## src/hdl/rgbs_pkg.sv

```systemverilog
`timescale 1ns / 1ps
// Types, constants and arithmetic helpers of the running Gaussian background subtractor.
// No dependencies; used by every module of the block.
package rgbs_pkg;

    localparam int unsigned PIXELS     = 307200;
    localparam int unsigned PTR_W      = (PIXELS > 1) ? $clog2(PIXELS) : 1;
    localparam int unsigned CNT_W      = $clog2(PIXELS + 1);
    localparam int unsigned FRAMES_MAX = 1023;
    localparam int unsigned CMDQ_DEPTH = 4;
    localparam int unsigned CMDQ_AW    = $clog2(CMDQ_DEPTH);
    localparam int unsigned OUTQ_DEPTH = 32;
    localparam int unsigned OUTQ_AW    = $clog2(OUTQ_DEPTH);
    localparam int unsigned NSTAGE     = 18;
    localparam int unsigned WB_STAGE   = 15;
    localparam int unsigned SQ_STAGES  = 9;
    localparam int unsigned CFG_W      = 19;
    localparam int unsigned CFG_AW     = 3;

    typedef enum logic [CFG_AW-1:0] {
        REG_ALPHA       = 3'd0,
        REG_LEARN_ALPHA = 3'd1,
        REG_SPREAD_K    = 3'd2,
        REG_LEARN_FRMS  = 3'd3,
        REG_MOTION_THR  = 3'd4,
        REG_INIT_SPREAD = 3'd5
    } reg_idx_t;

    typedef struct packed {
        logic       req_type;
        logic [7:0] red;
        logic [7:0] green;
        logic [7:0] blue;
        logic       frame_end;
    } in_t;

    typedef struct packed {
        logic foreground;
        logic learning;
        logic motion;
        logic last;
    } out_t;

    typedef struct packed {
        logic [15:0] alpha;
        logic [15:0] learn_alpha;
        logic [11:0] spread_factor;
        logic [9:0]  learn_frames;
        logic [18:0] motion_pixel_threshold;
        logic [15:0] initial_spread;
    } cfg_t;

    typedef struct packed {
        logic             is_proc;
        logic [2:0][7:0]  px;
        logic             fend;
        logic             learning;
        logic             motion_ok;
        logic [15:0]      a;
        logic [PTR_W-1:0] idx;
    } cmd_t;

    typedef struct packed {
        logic [19:0] rem;
        logic [17:0] root;
    } sq_t;

    function automatic sq_t sqrt_step(input sq_t s, input logic [1:0] b);
        logic [21:0] rem_sh;
        logic [21:0] trial;
        sq_t         r;
        rem_sh = {s.rem, b};
        trial  = {2'b00, s.root, 2'b01};
        if (rem_sh >= trial)
        begin
            r.rem  = 20'(rem_sh - trial);
            r.root = {s.root[16:0], 1'b1};
        end
        else
        begin
            r.rem  = rem_sh[19:0];
            r.root = {s.root[16:0], 1'b0};
        end
        return r;
    endfunction

endpackage

```

## src/hdl/rgbs_cmdq.sv

```systemverilog
`timescale 1ns / 1ps
// Short command queue between the front and back parts.
// Depends on rgbs_pkg.
module rgbs_cmdq (
    input  logic           clk,
    input  logic           rst_n,
    input  logic           wr,
    input  rgbs_pkg::cmd_t wdata,
    input  logic           rd,
    output rgbs_pkg::cmd_t head,
    output logic           q_empty,
    output logic           q_full
);
    import rgbs_pkg::*;

    cmd_t               mem_reg [CMDQ_DEPTH];
    logic [CMDQ_AW-1:0] wp_reg, rp_reg;
    logic [CMDQ_AW:0]   cnt_reg;

    assign head    = mem_reg[rp_reg];
    assign q_empty = cnt_reg == '0;
    assign q_full  = cnt_reg == (CMDQ_AW+1)'(CMDQ_DEPTH);

    always_ff @(posedge clk)
    begin
        if (wr)
            mem_reg[wp_reg] <= wdata;
    end

    always_ff @(posedge clk or negedge rst_n)
    begin
        if (!rst_n)
        begin
            wp_reg  <= '0;
            rp_reg  <= '0;
            cnt_reg <= '0;
        end
        else
        begin
            if (wr)
                wp_reg <= wp_reg + CMDQ_AW'(1);
            if (rd)
                rp_reg <= rp_reg + CMDQ_AW'(1);
            cnt_reg <= cnt_reg + (CMDQ_AW+1)'(wr) - (CMDQ_AW+1)'(rd);
        end
    end

    assert property (@(posedge clk) disable iff (!rst_n) wr |-> !q_full || rd)
        else $error("command queue overflow");
    assert property (@(posedge clk) disable iff (!rst_n) rd |-> !q_empty)
        else $error("command queue underflow");
    assert property (@(posedge clk) disable iff (!rst_n)
        (wr && !rd) |=> cnt_reg == $past(cnt_reg) + (CMDQ_AW+1)'(1))
        else $error("command queue count slip");

endmodule

```

## config.mk

```make
export PLATFORM = sky130hd
export DESIGN_NAME = rgbs_cmdq
export DESIGN_NICKNAME = d
export VERILOG_FILES = /design/src/hdl/rgbs_pkg.sv /design/src/hdl/rgbs_cmdq.sv
export SDC_FILE = /design/constraint.sdc
export NUM_CORES = 1
export LEC_CHECK = 0
export BUFFER_PORTS_ARGS = -buffer_cell sky130_fd_sc_hd__buf_4
export CAP_MARGIN = 10
export CORE_AREA = 10 10 244 130
export CTS_CLUSTER_SIZE = 30
export DETAILED_ROUTE_END_ITERATION = 8
export DIE_AREA = 0 0 254 140
export HOLD_SLACK_MARGIN = 0.03
export MAX_ROUTING_LAYER = met4
export PLACE_DENSITY = 0.51
export SETUP_SLACK_MARGIN = 0.15
export SLEW_MARGIN = 20
export SYNTH_ARGS = -nofsm -noshare
export SYNTH_HDL_FRONTEND = slang
export SYNTH_SLANG_ARGS = --single-unit
```

## constraint.sdc

```tcl
create_clock -name clk -period 2.85 [get_ports clk]
set_input_delay 0.1425 -clock clk [delete_from_list [all_inputs] [get_ports clk]]
set_output_delay 0.1425 -clock clk [all_outputs]
set_load 0.02 [all_outputs]
```

==> reports/results.env <==
CTSROOTBUFFERMASTER='clkbuf_16'
DIE_BOUNDARY_HEIGHT_UM=140
CTS_MAX_PATH_BUFFERS=3
DP_HPWL_UM=12500
IOPINCOUNT=132
SYNTHESIS.INSTANCES=363
YOSYS_WARNING_COUNT=0
POST_ROUTE_CELLS_DRIVE_ABOVE_1_SHARE=0.403
PATH_DELAY_FAMILY='flip-flops'
HOLD-WORST-SLACK_NS=0.366
WORST-PATH-MAX-FANOUT=29
HIGHEST_IR_DROP_SEEN_ON_VDD_V=0.000391
SYN-MEAN-INSTANCE-AREA_UM2=26.1
DRT_WL_TOTAL_UM=20100
SKEW_NS=0.0133
DIE_AREA_MM2=0.0356
WORSTSETUPENDPOINTTYPE='output port'
NUMBER_OF_REGISTER_BITS_INFERRED_BY_SYNTHESIS=259
MAPPEDNETLISTNETS=437
LARGEST_REG_FLOPS=252
ANTENNA_FOUND_INITIAL=1
GRT_PASS1_WL_UM=30400
CTS_SINKS=259
WORST-SLEW-PIN-TRANSITION_NS=0.652
GRT_PASS1_VIAS=5041
START_UTIL=0.347
YOSYS-TOP-CELLS-COUNT='edfxtp_1, mux4_2, buf_2, dfrtp_1'
TIMING.FINAL.MAX_SLEW_VIOLATIONS=0
POWER_REPORT.INTERNAL_TOTAL_mW=8.81
WORST_PATH_LARGEST_CELL_DELAY_NS=0.69
GRT_UTIL_ALL_LAYERS=0.115
SYNTH_CELL_TYPES=16
FINAL.PERIOD_UTILIZATION=0.859
DRT_PASS1_ITERATIONS=4
SYNTH.TOP_CELLS.BY_AREA='edfxtp_1, mux4_2, dfrtp_1'
PWR-SHARE-COMB=0.334
POWER_SWITCHING_SHARE=0.306
GRT_START_MAX_NET_PINS=39
TIMING.MAX_CAP.VIOLATIONS=0
HOLD_PATH_CLASS='input port to register'
SETUP_REPAIR_AFTER_GLOBAL_ROUTING_MISSED_ITS_MARGIN='false'
POST_SYNTH_INSTANCE_AREA_MM2=0.00948
SEQ_POWER_SHARE=0.419
INSTANCES_NO_FILL=962
FINAL.SETUP.TNS_NS=0
DR_TOTAL_VIAS=4444
FF2FF_SETUP_SLACK_NS=0.98
GP_CONGESTION=0.670
PORT_BUFFERS=131
FINAL_NETS=657
ASYNC_FLOP_SHARE=0.0270
NUM-FILL-CELLS=2321
H_TREE_LEVELS=1
POST_CTS.REPAIR.SETUP_BUFFERS=0
POWER.STATIC_LEAKAGE_nW=4.28
GRT-OVFL-TOTAL=0
CRIT_SLOWEST_CELL='dfrtp_4'
CTS_RESIZED=0
WIRE_PER_INST_UM=20.9
SETUP_VIOLATIONS=0
ROUTED_VIA_DENSITY=4.62
WORST_EP_REQUIRED_TIME_NS=2.71
CP_DATA_ARRIVAL_TIME_NS=2.31
DRC=0
DIE-WIDTH_UM=254
CRIT_CHAIN='buf_12 -> mux4_2 -> buf_4'
PERIOD_MINUS_SLACK_NS=2.45
PATH_BUF_INV=2
HOLD_VIOL_FINAL=0
POWER.CLOCK.FRACTION=0.247
STARTPOINT_TYPE='register'
DP_CELLS=850
RUN_STATUS='finished, final reports clean'
PWR_DENSITY_CELL_mW_PER_MM2=1020
CORE_REGION_MM2=0.0273
CLOCK.FMAX_MHz=409
NUMCTSBUFFERS=24
CTS_TREE='built'
POSTSYNTH.TOPFLOPCELL='edfxtp_1'
PATH_CLASS='register to output port'
SYNTH_MOST_COMMON_CELL='edfxtp_1'
SLEW-LIMIT-HEADROOM=0.565
POWER_SWITCHING_mW=3.89
WORST_SKEW_LATE_LATENCY_NS=0.51
DETAILED_ROUTER_S_FIRST_ITERATION_VIOLATION_COUNT=171
NETLIST.TOP_CELL.BY_AREA='edfxtp_1'
ANT_NETS=0
CLKSLEWWORSTSETUPHOLDPATHS_NS=0.06
ROWS=43
LAYOUT-AREA-OVERHEAD-VS-SYNTH_PCT=31.1
SYNTH.YOSYS.SEQ_AREA_SHARE=0.817
SYNTH_ENABLE_FLOP_CELLS=252
SYNTH_TOP_AREA_FRAC=0.798
worst paths after layout:
check,to,startpoint,cells past startpoint
worst max-delay path,head[45],rp_reg[0],3
worst min-delay path,mem_reg[0][62],wdata[62],2
worst max register to register,mem_reg[2][28],wp_reg[0],4
worst min register to register,wp_reg[0],wp_reg[0],1
max in group asynchronous,rp_reg[1],rst_n,3
min in group asynchronous,rp_reg[0],rst_n,3
layout make-up:
| class | count | area [µm²] | area share |
|---|---|---|---|
| flip-flops and latches | 259 | 7750 | 0.624 |
| repair buffers | 208 | 1820 | 0.146 |
| multi-input cells | 84 | 1620 | 0.130 |
| clock buffers | 36 | 677 | 0.0545 |
| well taps | 360 | 450 | 0.0363 |
| clock inverters | 8 | 90.1 | 0.00725 |
| inverters | 6 | 22.5 | 0.00181 |
| diodes | 1 | 2.50 | 0.000201 |
timing repair:
item | 4_1_cts | 5_1_grt
hold buffers | 67 | 0
setup endpoints to repair | 0 | 0
endpoints found under the hold margin | 264 | 0
layer usage:
metal  GRT usage  routed length (µm)
met3      0.0318                1130
met5           -                   0
met4      0.0172                 185
met1       0.148                9010
met2       0.183                9790
worst register-to-register path, stage by stage (launching register included):
cell and delay (ns):
dfrtp_1 0.42, inv_1 0.10, ha_1 0.15, and2_4 0.54, buf_4 0.35
through the flow:
stage	setup slack, ns	util	power (mW)	cell area (µm²)
finish	0.402	0.455	12.7	12400
global route	0.239	0.455	13.4	12400
CTS	0.298	0.455	13.0	12400
detailed placement	0.876	0.402	9.74	11000
global placement	0.886	0.402	9.67	11000
floorplan	0.319	-	7.93	9480
cells by family (layout without fill, tap and decap cells):
logic type | after synthesis | after routing | synth area share
compound gates | 1 | 1 | 0.000527
simple gates | 8 | 8 | 0.00462
other cells | 0 | 1 | 0
flops | 259 | 259 | 0.817
fa+ha+maj | 7 | 7 | 0.0100
buf+inv | 20 | 258 | 0.0140
xor+xnor | 5 | 5 | 0.00462
mux | 63 | 63 | 0.150
placed cells by master, fill, tap and decap left out, types with 2 or more instances in the layout:
cell type / instances
edfxtp_1: 252
buf_4: 134
dlygate4sd3_1: 67
mux4_2: 63
clkbuf_16: 25
clkbuf_1: 10
buf_12: 7
inv_1: 6
ha_1: 6
dfrtp_1: 5
and2_4: 4
xor2_1: 3
clkinv_2: 3
xnor2_1: 2
nand2_1: 2
bufinv_16: 2
clkinv_1: 2
dfrtp_4: 2
power by group through the flow:
stage | Combinational (mW) | Sequential, mW | Clock (mW)
6_report | 4.25 | 5.32 | 3.13
5_1_grt | 4.56 | 5.40 | 3.40
4_1_cts | 4.40 | 5.35 | 3.26
3_5_place_dp | 4.31 | 5.43 | 0
3_3_place_gp | 4.29 | 5.38 | 0
2_1_floorplan | 2.73 | 5.21 | 0
(Power assumes the default switching activity.)
