==> src/hdl/rgbs_pkg.sv <==
`timescale 1ns / 1ps
// Types, constants and arithmetic helpers of the running Gaussian background subtractor.
// No dependencies; used by every module of the block.
package rgbs_pkg;

    localparam int unsigned PIXELS     = 307200;
    localparam int unsigned PTR_W      = (PIXELS > 1) ? $clog2(PIXELS) : 1;
    localparam int unsigned CNT_W      = $clog2(PIXELS + 1);
    localparam int unsigned FRAMES_MAX = 1023;
    localparam int unsigned CMDQ_DEPTH = 4;
    localparam int unsigned CMDQ_AW    = $clog2(CMDQ_DEPTH);
    localparam int unsigned OUTQ_DEPTH = 32;
    localparam int unsigned OUTQ_AW    = $clog2(OUTQ_DEPTH);
    localparam int unsigned NSTAGE     = 18;
    localparam int unsigned WB_STAGE   = 15;
    localparam int unsigned SQ_STAGES  = 9;
    localparam int unsigned CFG_W      = 19;
    localparam int unsigned CFG_AW     = 3;

    typedef enum logic [CFG_AW-1:0] {
        REG_ALPHA       = 3'd0,
        REG_LEARN_ALPHA = 3'd1,
        REG_SPREAD_K    = 3'd2,
        REG_LEARN_FRMS  = 3'd3,
        REG_MOTION_THR  = 3'd4,
        REG_INIT_SPREAD = 3'd5
    } reg_idx_t;

    typedef struct packed {
        logic       req_type;
        logic [7:0] red;
        logic [7:0] green;
        logic [7:0] blue;
        logic       frame_end;
    } in_t;

    typedef struct packed {
        logic foreground;
        logic learning;
        logic motion;
        logic last;
    } out_t;

    typedef struct packed {
        logic [15:0] alpha;
        logic [15:0] learn_alpha;
        logic [11:0] spread_factor;
        logic [9:0]  learn_frames;
        logic [18:0] motion_pixel_threshold;
        logic [15:0] initial_spread;
    } cfg_t;

    typedef struct packed {
        logic             is_proc;
        logic [2:0][7:0]  px;
        logic             fend;
        logic             learning;
        logic             motion_ok;
        logic [15:0]      a;
        logic [PTR_W-1:0] idx;
    } cmd_t;

    typedef struct packed {
        logic [19:0] rem;
        logic [17:0] root;
    } sq_t;

    function automatic sq_t sqrt_step(input sq_t s, input logic [1:0] b);
        logic [21:0] rem_sh;
        logic [21:0] trial;
        sq_t         r;
        rem_sh = {s.rem, b};
        trial  = {2'b00, s.root, 2'b01};
        if (rem_sh >= trial)
        begin
            r.rem  = 20'(rem_sh - trial);
            r.root = {s.root[16:0], 1'b1};
        end
        else
        begin
            r.rem  = rem_sh[19:0];
            r.root = {s.root[16:0], 1'b0};
        end
        return r;
    endfunction

endpackage

==> src/hdl/rgbs_front.sv <==
`timescale 1ns / 1ps
// Front part: accepts pixels, keeps pixel pointer and frame count, classifies each item.
// Depends on rgbs_pkg.
module rgbs_front (
    input  logic           clk,
    input  logic           rst_n,
    input  logic           push,
    input  rgbs_pkg::in_t  item,
    input  rgbs_pkg::cfg_t cfg,
    input  logic           q_full,
    output logic           cmd_push,
    output rgbs_pkg::cmd_t cmd
);
    import rgbs_pkg::*;

    logic [PTR_W-1:0] ptr_reg, ptr_next;
    logic [9:0]       frames_reg, frames_next;
    logic             learning;

    assign cmd_push = push & ~q_full;
    assign learning = frames_reg < cfg.learn_frames;

    always_comb
    begin
        cmd.is_proc   = item.req_type;
        cmd.px        = {item.blue, item.green, item.red};
        cmd.fend      = item.frame_end;
        cmd.learning  = learning;
        cmd.motion_ok = frames_reg > cfg.learn_frames;
        cmd.a         = learning ? cfg.learn_alpha : cfg.alpha;
        cmd.idx       = ptr_reg;

        frames_next = frames_reg;
        if (item.req_type && item.frame_end && frames_reg < 10'(FRAMES_MAX))
            frames_next = frames_reg + 10'd1;

        if (item.frame_end || ptr_reg == PTR_W'(PIXELS - 1))
            ptr_next = '0;
        else
            ptr_next = ptr_reg + PTR_W'(1);
    end

    always_ff @(posedge clk or negedge rst_n)
    begin
        if (!rst_n)
        begin
            ptr_reg    <= '0;
            frames_reg <= '0;
        end
        else if (cmd_push)
        begin
            ptr_reg    <= ptr_next;
            frames_reg <= frames_next;
        end
    end

endmodule

==> config.mk <==
export PLATFORM = sky130hd
export DESIGN_NAME = rgbs_front
export DESIGN_NICKNAME = d
export VERILOG_FILES = /design/src/hdl/rgbs_pkg.sv /design/src/hdl/rgbs_front.sv
export SDC_FILE = /design/constraint.sdc
export NUM_CORES = 1
export LEC_CHECK = 0
export BUFFER_PORTS_ARGS = -buffer_cell sky130_fd_sc_hd__buf_2
export CELL_PAD_IN_SITES_DETAIL_PLACEMENT = 1
export CELL_PAD_IN_SITES_GLOBAL_PLACEMENT = 1
export CORE_ASPECT_RATIO = 1.75
export CORE_UTILIZATION = 26
export DETAILED_ROUTE_END_ITERATION = 10
export GPL_ROUTABILITY_DRIVEN = 0
export MAX_ROUTING_LAYER = met4
export PLACE_DENSITY_LB_ADDON = 0.15
export REMOVE_ABC_BUFFERS = 1
export SETUP_SLACK_MARGIN = 0.5
export SYNTH_ARGS = -nofsm -noshare
export SYNTH_HDL_FRONTEND = slang
export SYNTH_SLANG_ARGS = --single-unit
==> constraint.sdc <==
create_clock -name clk -period 2.5 [get_ports clk]
set_input_delay 0.25 -clock clk [delete_from_list [all_inputs] [get_ports clk]]
set_output_delay 0.25 -clock clk [all_outputs]
set_load 0.01 [all_outputs]
==> impl_metrics.json, run 1 <==
{
  "die_w_um": 70.5,
  "cp_cell_sequence": "ha_4 -> nand3_4 -> nor3_4 -> o21ai_2 -> o211a_4 -> clkbuf_16 -> mux2_2 -> buf_6",
  "setup_viol": 0,
  "diodes": 0,
  "synthCells": 227,
  "routed_wl_um": 7310,
  "worstPathRequired_ps": 2250,
  "met2_length_um": 4310,
  "switchingPower_mw": 0.472,
  "rsz0062_at_grt": "true",
  "drive_gt1_share_pct": 52.8,
  "relSlewSlack_pct": 51.5,
  "cts_tree": "yes",
  "die-area_um2": 8590,
  "yosysUniqueCellTypes": 42,
  "drt-vias-per-instance": 5.05,
  "critPathKind": "register to primary output",
  "clkPwrFrac_pct": 36.4,
  "place_area_um2": 2550,
  "fin_skew_ps": 8.00,
  "status": "finished with violations",
  "grtUsageTotal_pct": 17.2,
  "period_minus_slack_ps": 2400,
  "end_kind": "primary output",
  "p_leak_nw": 1.52,
  "firstDrtPassIters": 7,
  "drt-initial-drc-count": 85,
  "grt_first_pass_wirelength_um": 10900,
  "cts-root-buf": "clkbuf_16",
  "core-area_um2": 7960,
  "gr-total-overflow": 0,
  "clkSinkCount": 29,
  "ff2ff_path_depth": 7,
  "max-cap-violations": 0,
  "remaining_drc_errors": 22,
  "std_cell_rows": 43,
  "start_util_pct": 26.8,
  "maxUsedRoutingLayer": "met4",
  "ff2ff_setup_slack_ps": 660,
  "grt_max_degree": 30,
  "wl_per_cell_um": 17.8,
  "avgSynthCellArea_um2": 9.40,
  "synth_area_um2": 2130,
  "hold_path.class": "primary input to asynchronous set/reset pin",
  "timing_hold_violations_final": 0,
  "clk_path_buf_depth": 2,
  "cts_buffers": 5,
  "ir_drop_mv": 0.233,
  "p_per_area_nw_per_um2": 508,
  "finalSetupTns_ps": 0,
  "post-dp-hpwl_um": 5570,
  "post-route-cell-area_um2": 3120,
  "final_common_cell": "buf_2",
  "critPathMaxStageDelay_ps": 410,
  "cp_slowest_cell": "dfrtp_1",
  "utilization_pct": 39.2,
  "antenna_found_initial": 0,
  "arrival_ps": 2150,
  "htreeDepth": 2,
  "cts_hold_buf": 0,
  "worst_setup_path_start_kind": "register",
  "io_buffers": 87,
  "largest_reg_flops": 19,
  "vias": 2071,
  "layout.nets": 450,
  "layout_common_cells": "buf_2 (71), dfrtp_1 (28), buf_4 (26)",
  "ioPinCount": 183,
  "worstMarginPinSlew_ps": 728,
  "p_sw_share_pct": 29.8,
  "die_y_um": 122,
  "internal_power_mw": 1.11,
  "path_clk_slew_ps": 60,
  "final_max_slew_viol_count": 0,
  "clock_latency_ps": 280,
  "area_delta_synth_final_pct": 46.2,
  "wl_met3_um": 586,
  "ys_seq_area_share_pct": 34.0,
  "seq_power_share_pct": 36.4,
  "p_comb_share_pct": 27.2,
  "max_freq_mhz": 416,
  "synth_warnings": 0,
  "fill_cells": 939,
  "postRouteAntennaNets": 0,
  "drt-met1-wl_um": 2230,
  "period_share_pct": 96.1,
  "violations": "design-rule violations",
  "fin_cells": 410,
  "grt_pass1_vias": 2203,
  "synth-seq-cells": 29,
  "dp_cells": 386,
  "cp_max_fo": 8
}
repair_timing:
item / CTS / global route
setup buffers: 7 / 7
gates cloned: 0 / 2
resized for setup: 9 / 37
pin swaps: 2 / 9
hold endpoints to repair: 0 / 0
setup endpoints to repair: 34 / 33
cells in the mapped netlist (all sizes together):
library cell	count	area, um^2
buf	30	230
dfrtp	29	726
nand2	21	78.8
mux2	17	191
nor2	15	56.3
ha	12	150
inv	12	50.1
nand3	12	65.1
o21ai	12	60.1
xnor2	10	87.6
nand4	9	56.3
xor2	6	52.6
a21oi	5	36.3
a31oi	5	37.5
and3	5	31.3
nor4	4	40.0
o31ai	3	22.5
clkbuf	2	17.5
nand2b	2	12.5
nor3	2	10.0
o311ai	2	17.5
a2111oi	1	15.0
a21o	1	7.51
a22o	1	8.76
a41oi	1	8.76
and2	1	6.26
and4b	1	10.0
nand3b	1	7.51
nor2b	1	6.26
nor4b	1	8.76
o211a	1	10.0
or2b	1	7.51
or3	1	7.51
logic make-up after synthesis:
family                     after synthesis  share of synthesized area (%)
DFF                                     29                           34.0
and+or+nand+nor                         77                           18.9
buffers and inverters                   44                           14.0
muxes                                   17                           8.97
xor gates and xnor gates                16                           6.57
adders and majority gates               12                           7.04
AOI/OAI and AO/OA                       32                           10.5
area by class of cell:
cell class              instances  area [um^2]  area share, %
flip-flops and latches         29          727           23.3
well taps                      90          113           3.61
multi-input cells             154         1280           41.0
clock buffers                   6          129           4.13
clock inverters                 2         10.0          0.321
inverters                      12         50.0           1.61
repair buffers                117          812           26.0
metal layers:
metal	global-route usage [%]	vias up
met5	-	-
met4	8.80	0
met3	4.55	11
met2	33.9	108
met1	14.2	997
li1	-	955
final timing paths:
path                                     from            end
worst min-delay path                    rst_n     ptr_reg[6]
max in group asynchronous               rst_n  frames_reg[6]
worst max register to register     ptr_reg[1]    ptr_reg[16]
worst max-delay path            frames_reg[9]        cmd[26]
worst min register to register    ptr_reg[10]    ptr_reg[10]
min in group clk                      item[0]     ptr_reg[2]
worst max-delay path, delay by kind of cell (launching register included):
kind | cells | cell delay, ps
adder cells (fa/ha/maj) | 1 | 300
AO/OA/AOI/OAI | 2 | 280
multiplexers | 1 | 280
flip-flops | 1 | 410
buffers and inverters | 2 | 290
AND/OR/NAND/NOR | 2 | 310
power groups by stage:
stage / Sequential, mW / Clock (mW) / Combinational, mW
after detailed placement: 0.586 / 0 / 0.321
after CTS: 0.577 / 0.594 / 0.339
after floorplan: 0.586 / 0 / 0.156
after global placement: 0.586 / 0 / 0.311
final: 0.577 / 0.577 / 0.432
after global routing: 0.585 / 0.613 / 0.479
per-stage QoR:
step	hold slack (ps)	power (mW)	worst slack, ps
CTS	49.3	1.51	25.7
floorplan	-45.6	0.741	291
finish	30.9	1.59	97.5
global route	80.1	1.68	-0.456
detailed placement	354	0.907	107
global placement	350	0.897	156
No activity file was read; power rests on OpenSTA's default activity.
==> run 2, diff against run 1 <==
Settings changed: CORE_MARGIN set to 3, REMOVE_ABC_BUFFERS 1 to unset.
==> impl_metrics.json, run 2 (same netlist as run 1, synthesis figures left out) <==
{
  "worst_setup_path_start_kind": "register",
  "io_buffers": 87,
  "path_buf_inv": 3,
  "ff2ff_setup_slack_ps": 690,
  "hold_slack_ps": 23.3,
  "remaining_drc_errors": 0,
  "rr_startpoint": "ptr_reg[0]",
  "p_per_area_nw_per_um2": 506,
  "firstDrtPassIters": 3,
  "htreeDepth": 2,
  "status": "finished, final reports clean",
  "cp_max_fo": 4,
  "syn-num-nets": 358,
  "layout_common_cells": "buf_2 (70), dfrtp_1 (26), buf_6 (20)",
  "post-route-cell-area_um2": 3160,
  "drt-vias-per-instance": 5.03,
  "largest_reg_flops": 19,
  "relSlewSlack_pct": 53.0,
  "drt-initial-drc-count": 62,
  "vias": 2031,
  "rsz0062_at_grt": "true",
  "clock_latency_ps": 280,
  "antenna_found_initial": 0,
  "cp_common_cell": "buf_6",
  "timing_hold_violations_final": 0,
  "die-area_um2": 9370,
  "ff2ff_path_depth": 7,
  "top_usage_layer": "met2",
  "gr-total-overflow": 0,
  "die_y_um": 126,
  "cts_buffers": 5,
  "cts_tree": "yes",
  "worst_r2r_endpoint": "ptr_reg[16]",
  "grt_pass1_vias": 2254,
  "final_max_slew_viol_count": 0,
  "area_delta_synth_final_pct": 48.3,
  "max-cap-violations": 0,
  "ioPinCount": 183,
  "clk_path_buf_depth": 2,
  "routed_wl_um": 6470,
  "worstMarginPinSlew_ps": 704,
  "max_freq_mhz": 405,
  "start_util_pct": 26.8,
  "place_area_um2": 2530,
  "grt_max_degree": 30,
  "ir_drop_mv": 0.216,
  "setup_viol": 0,
  "layout.nets": 445,
  "cts-root-buf": "clkbuf_16",
  "cp.depth": 9,
  "cp_slowest_cell": "dfrtp_2",
  "worstPathRequired_ps": 2250,
  "p_leak_nw": 1.54,
  "final_common_cell": "buf_2",
  "grtUsageTotal_pct": 15.1,
  "use_met1_pct": 14.9,
  "period_minus_slack_ps": 2470,
  "core-area_um2": 7960,
  "use_met2_pct": 27.7,
  "fill_cells": 937,
  "postRouteAntennaNets": 0,
  "use_met3_pct": 2.80,
  "diodes": 0,
  "period_share_pct": 98.7,
  "grt_first_pass_wirelength_um": 10700,
  "end_kind": "primary output",
  "cp_cell_sequence": "ha_4 -> nand3_4 -> nor3_4 -> o21ai_2 -> o211a_1 -> buf_6 -> clkbuf_16 -> mux2_4 -> buf_6",
  "critPathKind": "register to primary output",
  "drive_gt1_share_pct": 51.9,
  "die_w_um": 74.5,
  "cts_hold_buf": 0,
  "wl_per_cell_um": 16.0,
  "std_cell_rows": 43,
  "fin_skew_ps": 2.74,
  "cp_top_family": "flip-flops",
  "arrival_ps": 2220,
  "path_clk_slew_ps": 50,
  "post-dp-hpwl_um": 4770,
  "hold_path.class": "primary input to asynchronous set/reset pin",
  "clkSinkCount": 29,
  "critPathMaxStageDelay_ps": 430
}
-- run 2: cell types whose count changed in the layout (fill, tap and decap cells not counted), sizes merged --
cell	previous run	this run
buf	115	111
clkinv	2	0
-- run 2: worst max-delay path by stage --
stage / slack (ps) / endpoint / start
final: 30 / cmd[31] / frames_reg[2]
after global routing: -70 / cmd[27] / frames_reg[2]
after CTS: 10 / cmd[31] / frames_reg[8]
after detailed placement: 210 / cmd[31] / frames_reg[9]
after global placement: 190 / cmd[31] / frames_reg[9]
after floorplan: 490 / cmd[26] / frames_reg[5]
-- run 2: worst register-to-register path, cell delays in order (launching register included) --
cell and delay, ps:
dfrtp_2 380, ha_4 160, nand3_2 130, nor4_4 340, buf_4 200, and3_1 190
o21ai_1 70, a22o_1 230
-- run 2: layout make-up --
class	count	area, um^2	area share [%]
Tap cell	90	113	3.56
Multi-Input combinational cell	154	1320	41.7
Sequential cell	29	729	23.1
Timing Repair Buffer	112	811	25.6
Clock buffer	7	143	4.51
Inverter	12	50.0	1.58
-- run 2: power breakdown --
group,total (mW),internal [mW],switching (mW)
logic,0.423,0.233,0.190
registers,0.584,0.520,0.0636
clock network,0.593,0.390,0.203
total,1.60,1.14,0.457
-- run 2: layer usage --
layer  part of all wire, %  vias up  routed length, um
li1                      -      949                  -
met1                    36      986               2310
met2                    56       84               3610
met3                   5.8       12                373
met4                   2.7        0                173
met5                     0        -                  0
-- run 2: timing repair --
action / in CTS / in global routing
pin swaps: 7 / 4
endpoints found under the setup margin: 23 / 21
gates cloned: 2 / 1
resized for setup: 36 / 11
setup buffers: 11 / 4
-- run 2: metrics by stage --
step	worst slack (ps)	std cells	utilization, %	power [mW]	setup TNS (ps)
floorplan	487	227	-	0.798	0
global placement	195	379	31.8	0.887	0
detailed placement	214	379	31.8	0.895	0
CTS	10.5	399	38.2	1.57	0
global route	-73.4	404	39.7	1.71	-817
finish	33.0	404	39.7	1.60	0
